[src/hdl/pnf_pkg.sv]
// Package for the printf number formatter: sequencer states, ASCII codes,
// digit-unit handshake structs and the digit-to-character function.
// No dependencies.
`default_nettype none

package pnf_pkg;

    typedef logic [7:0] t_byte;

    typedef enum logic [2:0] {
        S_IDLE,
        S_CONV,
        S_WAIT,
        S_PRE,
        S_DIG
    } t_state;

    localparam t_byte CH_PERCENT = 8'h25;
    localparam t_byte CH_C       = 8'h63;
    localparam t_byte CH_D       = 8'h64;
    localparam t_byte CH_I       = 8'h69;
    localparam t_byte CH_U       = 8'h75;
    localparam t_byte CH_X_LO    = 8'h78;
    localparam t_byte CH_X_UP    = 8'h58;
    localparam t_byte CH_P       = 8'h70;
    localparam t_byte CH_ZERO    = 8'h30;
    localparam t_byte CH_MINUS   = 8'h2d;
    localparam t_byte CH_A_LO    = 8'h61;
    localparam t_byte CH_A_UP    = 8'h41;
    localparam t_byte ERR_BYTE   = 8'h00;

    // ceil(2^35 / 10): floor(n * RECIP10 / 2^35) == n / 10 for any 32-bit n
    localparam logic [31:0] RECIP10     = 32'hCCCC_CCCD;
    localparam int          RECIP_SHIFT = 35;
    localparam logic [3:0]  HEX_SHIFT   = 4'd4;

    typedef struct packed {
        logic start;
        logic hex;
    } t_du_req;

    typedef struct packed {
        logic       done;
        logic [3:0] digit;
    } t_du_rsp;

    function automatic t_byte digit_char(input logic [3:0] d, input logic upper);
        t_byte base;
        if (d < 4'd10) begin
            base = CH_ZERO;
            return base + {4'b0, d};
        end
        base = upper ? CH_A_UP : CH_A_LO;
        return base + {4'b0, d} - 8'd10;
    endfunction

endpackage

`default_nettype wire

[src/hdl/pnf_if.sv]
// Valid/ready channel interfaces for the format input and the result output.
// Depends on pnf_pkg.
`default_nettype none

interface pnf_in_if;
    import pnf_pkg::*;
    logic        valid;
    logic        ready;
    t_byte       fmt_byte;
    logic [63:0] arg_value;

    modport source (output valid, output fmt_byte, output arg_value, input ready);
    modport sink   (input valid, input fmt_byte, input arg_value, output ready);
endinterface

interface pnf_out_if;
    import pnf_pkg::*;
    logic        valid;
    logic        ready;
    t_byte       out_byte;
    logic        last;
    logic        error;
    logic [31:0] byte_total;

    modport source (output valid, output out_byte, output last, output error,
                    output byte_total, input ready);
    modport sink   (input valid, input out_byte, input last, input error,
                    input byte_total, output ready);
endinterface

`default_nettype wire

[src/hdl/printf_number_formatter.sv]
// printf number formatter: format bytes in, ASCII result words out.
//
// Input channel i_fmt carries a format byte and a 64-bit argument; output
// channel o_res carries out_byte, last, error and the running byte_total.
// A plain byte is echoed as one word; '%' is swallowed and arms the next
// byte as a conversion (c d i u x X p %); any other specifier gives one
// word with error set and out_byte zero. The final word of an input has
// last set; a lone '%' produces no word.
// Timing: i_fmt.ready is high only while the sequencer is idle. Numeric
// conversions run the shared digit unit through S_CONV and S_WAIT once
// per digit (multiply by the reciprocal of ten, then back-multiply and
// subtract; hex shifts). Each output word then takes one cycle when
// o_res.ready is high. An echo passes through S_PRE and the output
// register; a number first runs the digit loop.
// The output register holds one word and loads the next only when it is
// empty or o_res.ready is high. A stalled receiver holds the word and the
// sequencer waits. Synchronous active-low reset clears the pending '%', the
// byte count, the output valid and the sequencer; no clearing pass is needed.
`default_nettype none

module printf_number_formatter
    import pnf_pkg::*;
#(
    parameter int MAX_DIGITS = 20
)(
    input  wire logic i_clk,
    input  wire logic i_rst_n,
    pnf_in_if.sink    i_fmt,
    pnf_out_if.source o_res
);

    localparam int IW = $clog2(MAX_DIGITS);

    t_state         r_state, n_state;
    logic           r_pending, n_pending;
    logic [31:0]    r_count, n_count;
    t_byte          r_pre0, n_pre0;
    t_byte          r_pre1, n_pre1;
    logic [1:0]     r_pre_cnt, n_pre_cnt;
    logic           r_pre_idx, n_pre_idx;
    logic           r_num_en, n_num_en;
    logic           r_hex, n_hex;
    logic           r_upper, n_upper;
    logic           r_err, n_err;
    logic [63:0]    r_n, n_n;
    logic [IW-1:0]  r_wr_idx, n_wr_idx;
    logic [IW-1:0]  r_rd_idx, n_rd_idx;
    logic           r_out_valid, n_out_valid;
    t_byte          r_out_byte, n_out_byte;
    logic           r_out_last, n_out_last;
    logic           r_out_err, n_out_err;
    logic [31:0]    r_out_total, n_out_total;

    logic [3:0]     r_digits [MAX_DIGITS];
    logic [3:0]     r_dig;
    logic           dig_we;

    t_du_req        du_req;
    t_du_rsp        du_rsp;
    logic [63:0]    du_quot;

    logic           load;
    logic           pre_last;
    logic [31:0]    low;
    t_byte          b;

    pnf_digit_unit u_digit (
        .i_clk   (i_clk),
        .i_rst_n (i_rst_n),
        .i_req   (du_req),
        .i_value (r_n),
        .o_rsp   (du_rsp),
        .o_quot  (du_quot)
    );

    always_comb begin
        n_state     = r_state;
        n_pending   = r_pending;
        n_count     = r_count;
        n_pre0      = r_pre0;
        n_pre1      = r_pre1;
        n_pre_cnt   = r_pre_cnt;
        n_pre_idx   = r_pre_idx;
        n_num_en    = r_num_en;
        n_hex       = r_hex;
        n_upper     = r_upper;
        n_err       = r_err;
        n_n         = r_n;
        n_wr_idx    = r_wr_idx;
        n_rd_idx    = r_rd_idx;
        n_out_byte  = r_out_byte;
        n_out_last  = r_out_last;
        n_out_err   = r_out_err;
        n_out_total = r_out_total;
        load        = !r_out_valid || o_res.ready;
        n_out_valid = r_out_valid && !o_res.ready;
        du_req.start = 1'b0;
        du_req.hex   = r_hex;
        dig_we      = 1'b0;
        i_fmt.ready = (r_state == S_IDLE);
        pre_last    = (r_pre_idx == (r_pre_cnt == 2'd2));
        b           = i_fmt.fmt_byte;
        low         = i_fmt.arg_value[31:0];

        case (r_state)
            S_IDLE: begin
                if (i_fmt.valid) begin
                    n_pre_idx = 1'b0;
                    n_wr_idx  = '0;
                    n_num_en  = 1'b0;
                    n_hex     = 1'b0;
                    n_upper   = 1'b0;
                    n_err     = 1'b0;
                    n_pre_cnt = 2'd1;
                    n_pre0    = b;
                    n_n       = {32'b0, low};
                    n_state   = S_PRE;
                    if (!r_pending) begin
                        if (b == CH_PERCENT) begin
                            n_pending = 1'b1;
                            n_state   = S_IDLE;
                        end
                    end else begin
                        n_pending = 1'b0;
                        case (b)
                            CH_C: n_pre0 = i_fmt.arg_value[7:0];
                            CH_D, CH_I: begin
                                n_num_en = 1'b1;
                                if (low[31]) begin
                                    n_pre0 = CH_MINUS;
                                    n_n    = {32'b0, 32'd0 - low};
                                end else begin
                                    n_pre_cnt = 2'd0;
                                end
                            end
                            CH_U: begin
                                n_num_en  = 1'b1;
                                n_pre_cnt = 2'd0;
                            end
                            CH_X_LO, CH_X_UP: begin
                                n_num_en  = 1'b1;
                                n_hex     = 1'b1;
                                n_upper   = (b == CH_X_UP);
                                n_pre_cnt = 2'd0;
                            end
                            CH_P: begin
                                n_num_en  = 1'b1;
                                n_hex     = 1'b1;
                                n_pre_cnt = 2'd2;
                                n_pre0    = CH_ZERO;
                                n_pre1    = CH_X_LO;
                                n_n       = i_fmt.arg_value;
                            end
                            CH_PERCENT: n_pre0 = CH_PERCENT;
                            default: n_err = 1'b1;
                        endcase
                        if (n_num_en) begin
                            n_state = S_CONV;
                        end
                    end
                end
            end
            S_CONV: begin
                du_req.start = 1'b1;
                n_state      = S_WAIT;
            end
            S_WAIT: begin
                if (du_rsp.done) begin
                    dig_we   = 1'b1;
                    n_n      = du_quot;
                    n_rd_idx = r_wr_idx;
                    n_wr_idx = r_wr_idx + 1'b1;
                    if (du_quot == 64'd0 || r_wr_idx == IW'(MAX_DIGITS - 1)) begin
                        n_state = (r_pre_cnt != 2'd0) ? S_PRE : S_DIG;
                    end else begin
                        n_state = S_CONV;
                    end
                end
            end
            S_PRE: begin
                if (load) begin
                    n_out_valid = 1'b1;
                    n_out_err   = r_err;
                    n_out_last  = pre_last && !r_num_en;
                    if (r_err) begin
                        n_out_byte  = ERR_BYTE;
                        n_out_total = r_count;
                    end else begin
                        n_out_byte  = r_pre_idx ? r_pre1 : r_pre0;
                        n_count     = r_count + 32'd1;
                        n_out_total = n_count;
                    end
                    if (pre_last) begin
                        n_state = r_num_en ? S_DIG : S_IDLE;
                    end else begin
                        n_pre_idx = 1'b1;
                    end
                end
            end
            S_DIG: begin
                if (load) begin
                    n_out_valid = 1'b1;
                    n_out_err   = 1'b0;
                    n_out_byte  = digit_char(r_dig, r_upper);
                    n_out_last  = (r_rd_idx == '0);
                    n_count     = r_count + 32'd1;
                    n_out_total = n_count;
                    if (r_rd_idx == '0) begin
                        n_state = S_IDLE;
                    end else begin
                        n_rd_idx = r_rd_idx - 1'b1;
                    end
                end
            end
            default: n_state = S_IDLE;
        endcase
    end

    always_ff @(posedge i_clk) begin
        if (!i_rst_n) begin
            r_state     <= S_IDLE;
            r_pending   <= 1'b0;
            r_count     <= 32'd0;
            r_out_valid <= 1'b0;
        end else begin
            r_state     <= n_state;
            r_pending   <= n_pending;
            r_count     <= n_count;
            r_out_valid <= n_out_valid;
        end
    end

    always_ff @(posedge i_clk) begin
        r_pre0      <= n_pre0;
        r_pre1      <= n_pre1;
        r_pre_cnt   <= n_pre_cnt;
        r_pre_idx   <= n_pre_idx;
        r_num_en    <= n_num_en;
        r_hex       <= n_hex;
        r_upper     <= n_upper;
        r_err       <= n_err;
        r_n         <= n_n;
        r_wr_idx    <= n_wr_idx;
        r_rd_idx    <= n_rd_idx;
        r_out_byte  <= n_out_byte;
        r_out_last  <= n_out_last;
        r_out_err   <= n_out_err;
        r_out_total <= n_out_total;
    end

    // digit scratch, least significant digit first; r_dig tracks the entry
    // at r_rd_idx, a digit written this cycle goes straight through
    always_ff @(posedge i_clk) begin
        if (dig_we) begin
            r_digits[r_wr_idx] <= du_rsp.digit;
            r_dig              <= du_rsp.digit;
        end else begin
            r_dig              <= r_digits[n_rd_idx];
        end
    end

    assign o_res.valid      = r_out_valid;
    assign o_res.out_byte   = r_out_byte;
    assign o_res.last       = r_out_last;
    assign o_res.error      = r_out_err;
    assign o_res.byte_total = r_out_total;

endmodule

`default_nettype wire

[src/hdl/pnf_digit_unit.sv]
// Shared digit extraction unit: one base-10 or base-16 step per request.
// Depends on pnf_pkg.
`default_nettype none

module pnf_digit_unit
    import pnf_pkg::*;
(
    input  wire logic        i_clk,
    input  wire logic        i_rst_n,
    input  wire t_du_req     i_req,
    input  wire logic [63:0] i_value,
    output t_du_rsp          o_rsp,
    output logic [63:0]      o_quot
);

    logic        r_busy;
    logic        r_hex;
    logic [63:0] r_val;
    logic [63:0] r_prod;
    logic [28:0] dec_q;
    logic [31:0] dec_back;

    always_ff @(posedge i_clk) begin
        if (!i_rst_n) begin
            r_busy <= 1'b0;
        end else begin
            r_busy <= i_req.start;
        end
    end

    // product registered before the back-multiply and subtract
    always_ff @(posedge i_clk) begin
        if (i_req.start) begin
            r_hex  <= i_req.hex;
            r_val  <= i_value;
            r_prod <= i_value[31:0] * RECIP10;
        end
    end

    always_comb begin
        dec_q    = r_prod[63:RECIP_SHIFT];
        dec_back = {dec_q, 3'b000} + {2'b00, dec_q, 1'b0};
        o_rsp.done = r_busy;
        if (r_hex) begin
            o_rsp.digit = r_val[3:0];
            o_quot      = r_val >> HEX_SHIFT;
        end else begin
            o_rsp.digit = r_val[3:0] - dec_back[3:0];
            o_quot      = {35'b0, dec_q};
        end
    end

endmodule

`default_nettype wire
[src/flat_wrapper.sv]
// flat-port wrapper written by rule: the top's interface ports become plain ports
module printf_number_formatter_flat import pnf_pkg::*;
#(
    parameter int MAX_DIGITS = 20
)
  (i_clk, i_rst_n, i_fmt_valid, i_fmt_fmt_byte, i_fmt_arg_value, i_fmt_ready, o_res_valid, o_res_out_byte, o_res_last, o_res_error, o_res_byte_total, o_res_ready);
  pnf_in_if i_fmt_i ();
  pnf_out_if o_res_i ();
  input  wire logic i_clk;
  input  wire logic i_rst_n;
  input wire logic [$bits(i_fmt_i.valid)-1:0] i_fmt_valid;
  input wire logic [$bits(i_fmt_i.fmt_byte)-1:0] i_fmt_fmt_byte;
  input wire logic [$bits(i_fmt_i.arg_value)-1:0] i_fmt_arg_value;
  output wire logic [$bits(i_fmt_i.ready)-1:0] i_fmt_ready;
  output wire logic [$bits(o_res_i.valid)-1:0] o_res_valid;
  output wire logic [$bits(o_res_i.out_byte)-1:0] o_res_out_byte;
  output wire logic [$bits(o_res_i.last)-1:0] o_res_last;
  output wire logic [$bits(o_res_i.error)-1:0] o_res_error;
  output wire logic [$bits(o_res_i.byte_total)-1:0] o_res_byte_total;
  input wire logic [$bits(o_res_i.ready)-1:0] o_res_ready;
  assign i_fmt_i.valid = i_fmt_valid;
  assign i_fmt_i.fmt_byte = i_fmt_fmt_byte;
  assign i_fmt_i.arg_value = i_fmt_arg_value;
  assign i_fmt_ready = i_fmt_i.ready;
  assign o_res_valid = o_res_i.valid;
  assign o_res_out_byte = o_res_i.out_byte;
  assign o_res_last = o_res_i.last;
  assign o_res_error = o_res_i.error;
  assign o_res_byte_total = o_res_i.byte_total;
  assign o_res_i.ready = o_res_ready;
  printf_number_formatter #(.MAX_DIGITS(MAX_DIGITS)) u_core (.i_clk(i_clk), .i_rst_n(i_rst_n), .i_fmt(i_fmt_i), .o_res(o_res_i));
endmodule
[config.mk]
export PLATFORM = sky130hd
export DESIGN_NAME = printf_number_formatter_flat
export DESIGN_NICKNAME = d
export VERILOG_FILES = /design/src/hdl/pnf_pkg.sv /design/src/hdl/pnf_if.sv /design/src/hdl/printf_number_formatter.sv /design/src/hdl/pnf_digit_unit.sv /design/src/flat_wrapper.sv
export SDC_FILE = /design/constraint.sdc
export NUM_CORES = 2
export LEC_CHECK = 0
export ABC_AREA = 1
export BUFFER_PORTS_ARGS = -buffer_cell sky130_fd_sc_hd__buf_2
export CAP_MARGIN = 10
export CORE_MARGIN = 2
export CORE_UTILIZATION = 30
export CTS_CLUSTER_DIAMETER = 200
export CTS_CLUSTER_SIZE = 25
export DETAILED_ROUTE_END_ITERATION = 12
export GPL_TIMING_DRIVEN = 0
export MAX_ROUTING_LAYER = met4
export PLACE_DENSITY_LB_ADDON = 0.1
export SKIP_LAST_GASP = 1
export SYNTH_ARGS = -nofsm -noshare
export SYNTH_HDL_FRONTEND = slang
export SYNTH_SLANG_ARGS = --single-unit
[constraint.sdc]
create_clock -name i_clk -period 7.1 [get_ports i_clk]
set_input_delay 1.42 -clock i_clk [delete_from_list [all_inputs] [get_ports i_clk]]
set_output_delay 1.42 -clock i_clk [all_outputs]
set_load 0.05 [all_outputs]
==> summary.txt <==
Run status
  • Status: finished, final reports clean

Global routing
  • Antenna violations before repair: 11
  • GRT Util Overall: 0.211
  • First-pass GRT wire length: 175,000 µm
  • Largest net degree at the start of global routing: 52
  • Vias in the first global route: 26,100
  • Grt ovf: 0

Clock tree
  • Insertion delay to the later sink of the worst-skew pair: between 0.5 and 0.6 ns
  • Root Driver: clkbuf_16
  • CTS tree: yes
  • Max Buffers Root-to-Sink: 3
  • H-tree Lvls: 1
  • Clock Pin Slew Worst Setup and Hold Paths: 0.11 ns
  • Hold-fix buffers, CTS: 0
  • CTS Buf Count: 17
  • Clock Sinks: 343

Route
  • Number of DRC markers in iteration 0: 1,561
  • Routed metal-1 wire length: 53,400 µm
  • # DRC: 0
  • First-pass DRT Iterations: 5
  • Via Count: 25,300
  • Max layer used: met4
  • Vias/cell: between 4 and 5
  • Met2 wire length: 58,700 µm
  • Drt total wl: 118,000 µm
  • Met3 wire length: 3720 µm
  • Routed Antenna Nets: 0
  • WL/cell: 21.6 µm

Yosys
  • Mapped Cells: 3,760
  • Synth Register Bits: 343
  • Syn nets: 4,581
  • Synth area leaders: edfxtp_1 27%, fa_1 23%, ha_1 13%
  • Post-synthesis sequential area ratio: 0.291
  • Ys flop type: edfxtp_1
  • Ys async rst share: 0
  • Yosys cell types: between 50 and 60
  • Yosys top cell by area: edfxtp_1
  • Yosys top cell area share: 0.269
  • Syn Std Cell Area: 34,100 µm²
  • Synth Warn #: 0
  • Synthesized area per cell: 9.07 µm²
  • EDFF count, synth: 305

Layout
  • Non-filler cells in the finished layout: 5,482
  • Commonest cells after routing, fill and taps aside: 875 x inv_1, 594 x nand2_1, 385 x fa_1, 331 x ha_1, 315 x nor2_1
  • Finished Cell Area: 38,200 µm²
  • Commonest non-fill, non-tap cell in the layout: inv_1
  • Nets: 4,792
  • Layout area overhead: 11.9%
  • Fin util: 0.339
  • Share of cells above drive strength 1: 0.0905

Placed design
  • Placed instance area: about 37,000 µm²
  • Gpl congestion: approximately 0.95
  • Cell total after placement: between 5,000 and 6,000
  • Setup WS pre-CTS: -0.797 ns
  • # port buffers: 119
  • Post-DP HPWL: 98,800 µm

Floorplanning
  • Die area: 116,000 µm²
  • Die Wd: 341 µm
  • Initial core utilization: 0.303
  • Core area: 113,000 µm²
  • Die H: about 340 µm
  • # IOs: 120
  • # rows: 123

Timing
  • Fin. Hold Viols: 0
  • RSZ-0062 raised after global routing: yes
  • Fmax achieved: 145 MHz
  • Final period util: 0.973
  • Count of pins over their slew limit: 0
  • Final Critical Period: between 6 and 7 ns
  • Clock skew: slightly below 0.03 ns
  • Worst rel slew slack: 0.253
  • Final setup viols: 0
  • Worst slew pin tran: 1.12 ns
  • Final WS setup: 0.191 ns

Hold path
  • HP Start: u_core.r_n[49]
  • Hold EP: u_core.u_digit.r_val[49]
  • Hold crit path type: reg2reg
  • Hold Crit Depth: 0

Setup path
  • FF-to-FF setup slack: 0.19 ns
  • CP Class: reg2reg
  • Worst-path maximum fanout: 7
  • Reg-to-Reg End: u_core.u_digit.r_prod[41]
  • Worst-case reg-to-reg path depth: 20
  • CP required: 7.42 ns
  • RR Startpoint: u_core.r_n[6]
  • Setup crit end kind: flop
  • CP arrival: 7.23 ns
  • CP Launch Type: flop

Run
  • Max-cap violations: 0
## cell families (layout without fill, tap and decap cells)
| group | after synthesis | after routing | synth area share |
|---|---|---|---|
| and+or+nand+nor | 1199 | 1199 | 0.148 |
| buffers and inverters | 944 | 1162 | 0.107 |
| adders and majority gates | 745 | 745 | 0.358 |
| AOI/OAI and AO/OA | 442 | 442 | 0.0728 |
| DFF | 343 | 343 | 0.291 |
| xor gates and xnor gates | 87 | 87 | 0.0230 |
| other | 0 | 4 | 0 |
## worst max-delay path, cell delays in order, from the launching register on
cell	delay [ns]
edfxtp_1	0.43
buf_12	0.17
ha_1	0.36
xor2_1	0.24
ha_1	0.21
o21bai_1	0.18
fa_1	0.59
inv_1	0.07
fa_1	0.49
inv_1	0.06
fa_1	0.57
fa_1	0.45
fa_1	0.53
fa_1	0.51
ha_1	0.39
a21oi_1	0.12
o21ai_0	0.31
a21oi_1	0.21
o21bai_2	0.26
a21oi_1	0.11
xnor2_2	0.40
## state kept, by name, summed over array words and instances (netlist names), 2 cells and up
signal                   count
u_core.r_pre0                8
u_core.r_pre_cnt             2
u_core.u_digit.r_prod       29
u_core.r_rd_idx              5
u_core.o_res.byte_total     32
u_core.r_digits             80
u_core.r_state               3
u_core.r_count              32
u_core.r_wr_idx              5
u_core.u_digit.r_val        64
u_core.o_res.out_byte        8
u_core.r_n                  64
## worst max-delay path by stage
stage                                           end  cells past startpoint            from  slack [ns]
after floorplan           u_core.u_digit.r_prod[60]                     25  u_core.r_n[19]        1.02
after global placement    u_core.u_digit.r_prod[63]                     23   u_core.r_n[5]       -0.84
after detailed placement  u_core.u_digit.r_prod[63]                     23   u_core.r_n[5]       -0.80
after CTS                 u_core.u_digit.r_prod[50]                     24  u_core.r_n[19]      0.0006
after global routing      u_core.u_digit.r_prod[60]                     26   u_core.r_n[5]       -0.06
final                     u_core.u_digit.r_prod[41]                     20   u_core.r_n[6]        0.19
## cell type report
cell class              count  area, µm²
repair buffers            196       1380
inverters                 881       3310
clock inverters             2       17.5
flip-flops and latches    343       9920
well taps                1500       1880
multi-input cells        2473      20900
fillers                 11900      74500
plain buffers              59        310
clock buffers              24        452
diodes                      4       10.0
## repair_timing
item                       4_1_cts  5_1_grt
cloned                           0        0
resized for setup               29       44
setup buffers                   42       24
pin swaps                        0        6
setup endpoints to repair       29       27
## routing by layer
metal | up-vias | track usage
li1 | 12300 | -
met1 | 12400 | 0.276
met2 | 499 | 0.360
met3 | 126 | 0.0153
met4 | 0 | 0.0394
met5 | - | -
## stage by stage
stage / TNS (ns) / hold WS, ns
6_report: 0 / 0.417
3_5_place_dp: -10.65 / 0.405
5_1_grt: -0.146 / 0.436
2_1_floorplan: 0 / 0.400
3_3_place_gp: -57.02 / 0.400
4_1_cts: 0 / 0.430
## Yosys cell counts (all sizes together) (16+ instances only)
library cell  instances
nor3                 37
o21bai               24
a21oi               127
fa                  386
clkbuf               27
o21ai               209
nor2                333
nand4                22
nand3               178
xnor2                16
edfxtp              305
nand2               606
a21o                 23
ha                  359
xor2                 71
buf                  36
dfxtp                38
inv                 880
Power is left out: the tool's default activity adds up to more than one toggle a clock period on the data nets, which glitch-free logic cannot reach.
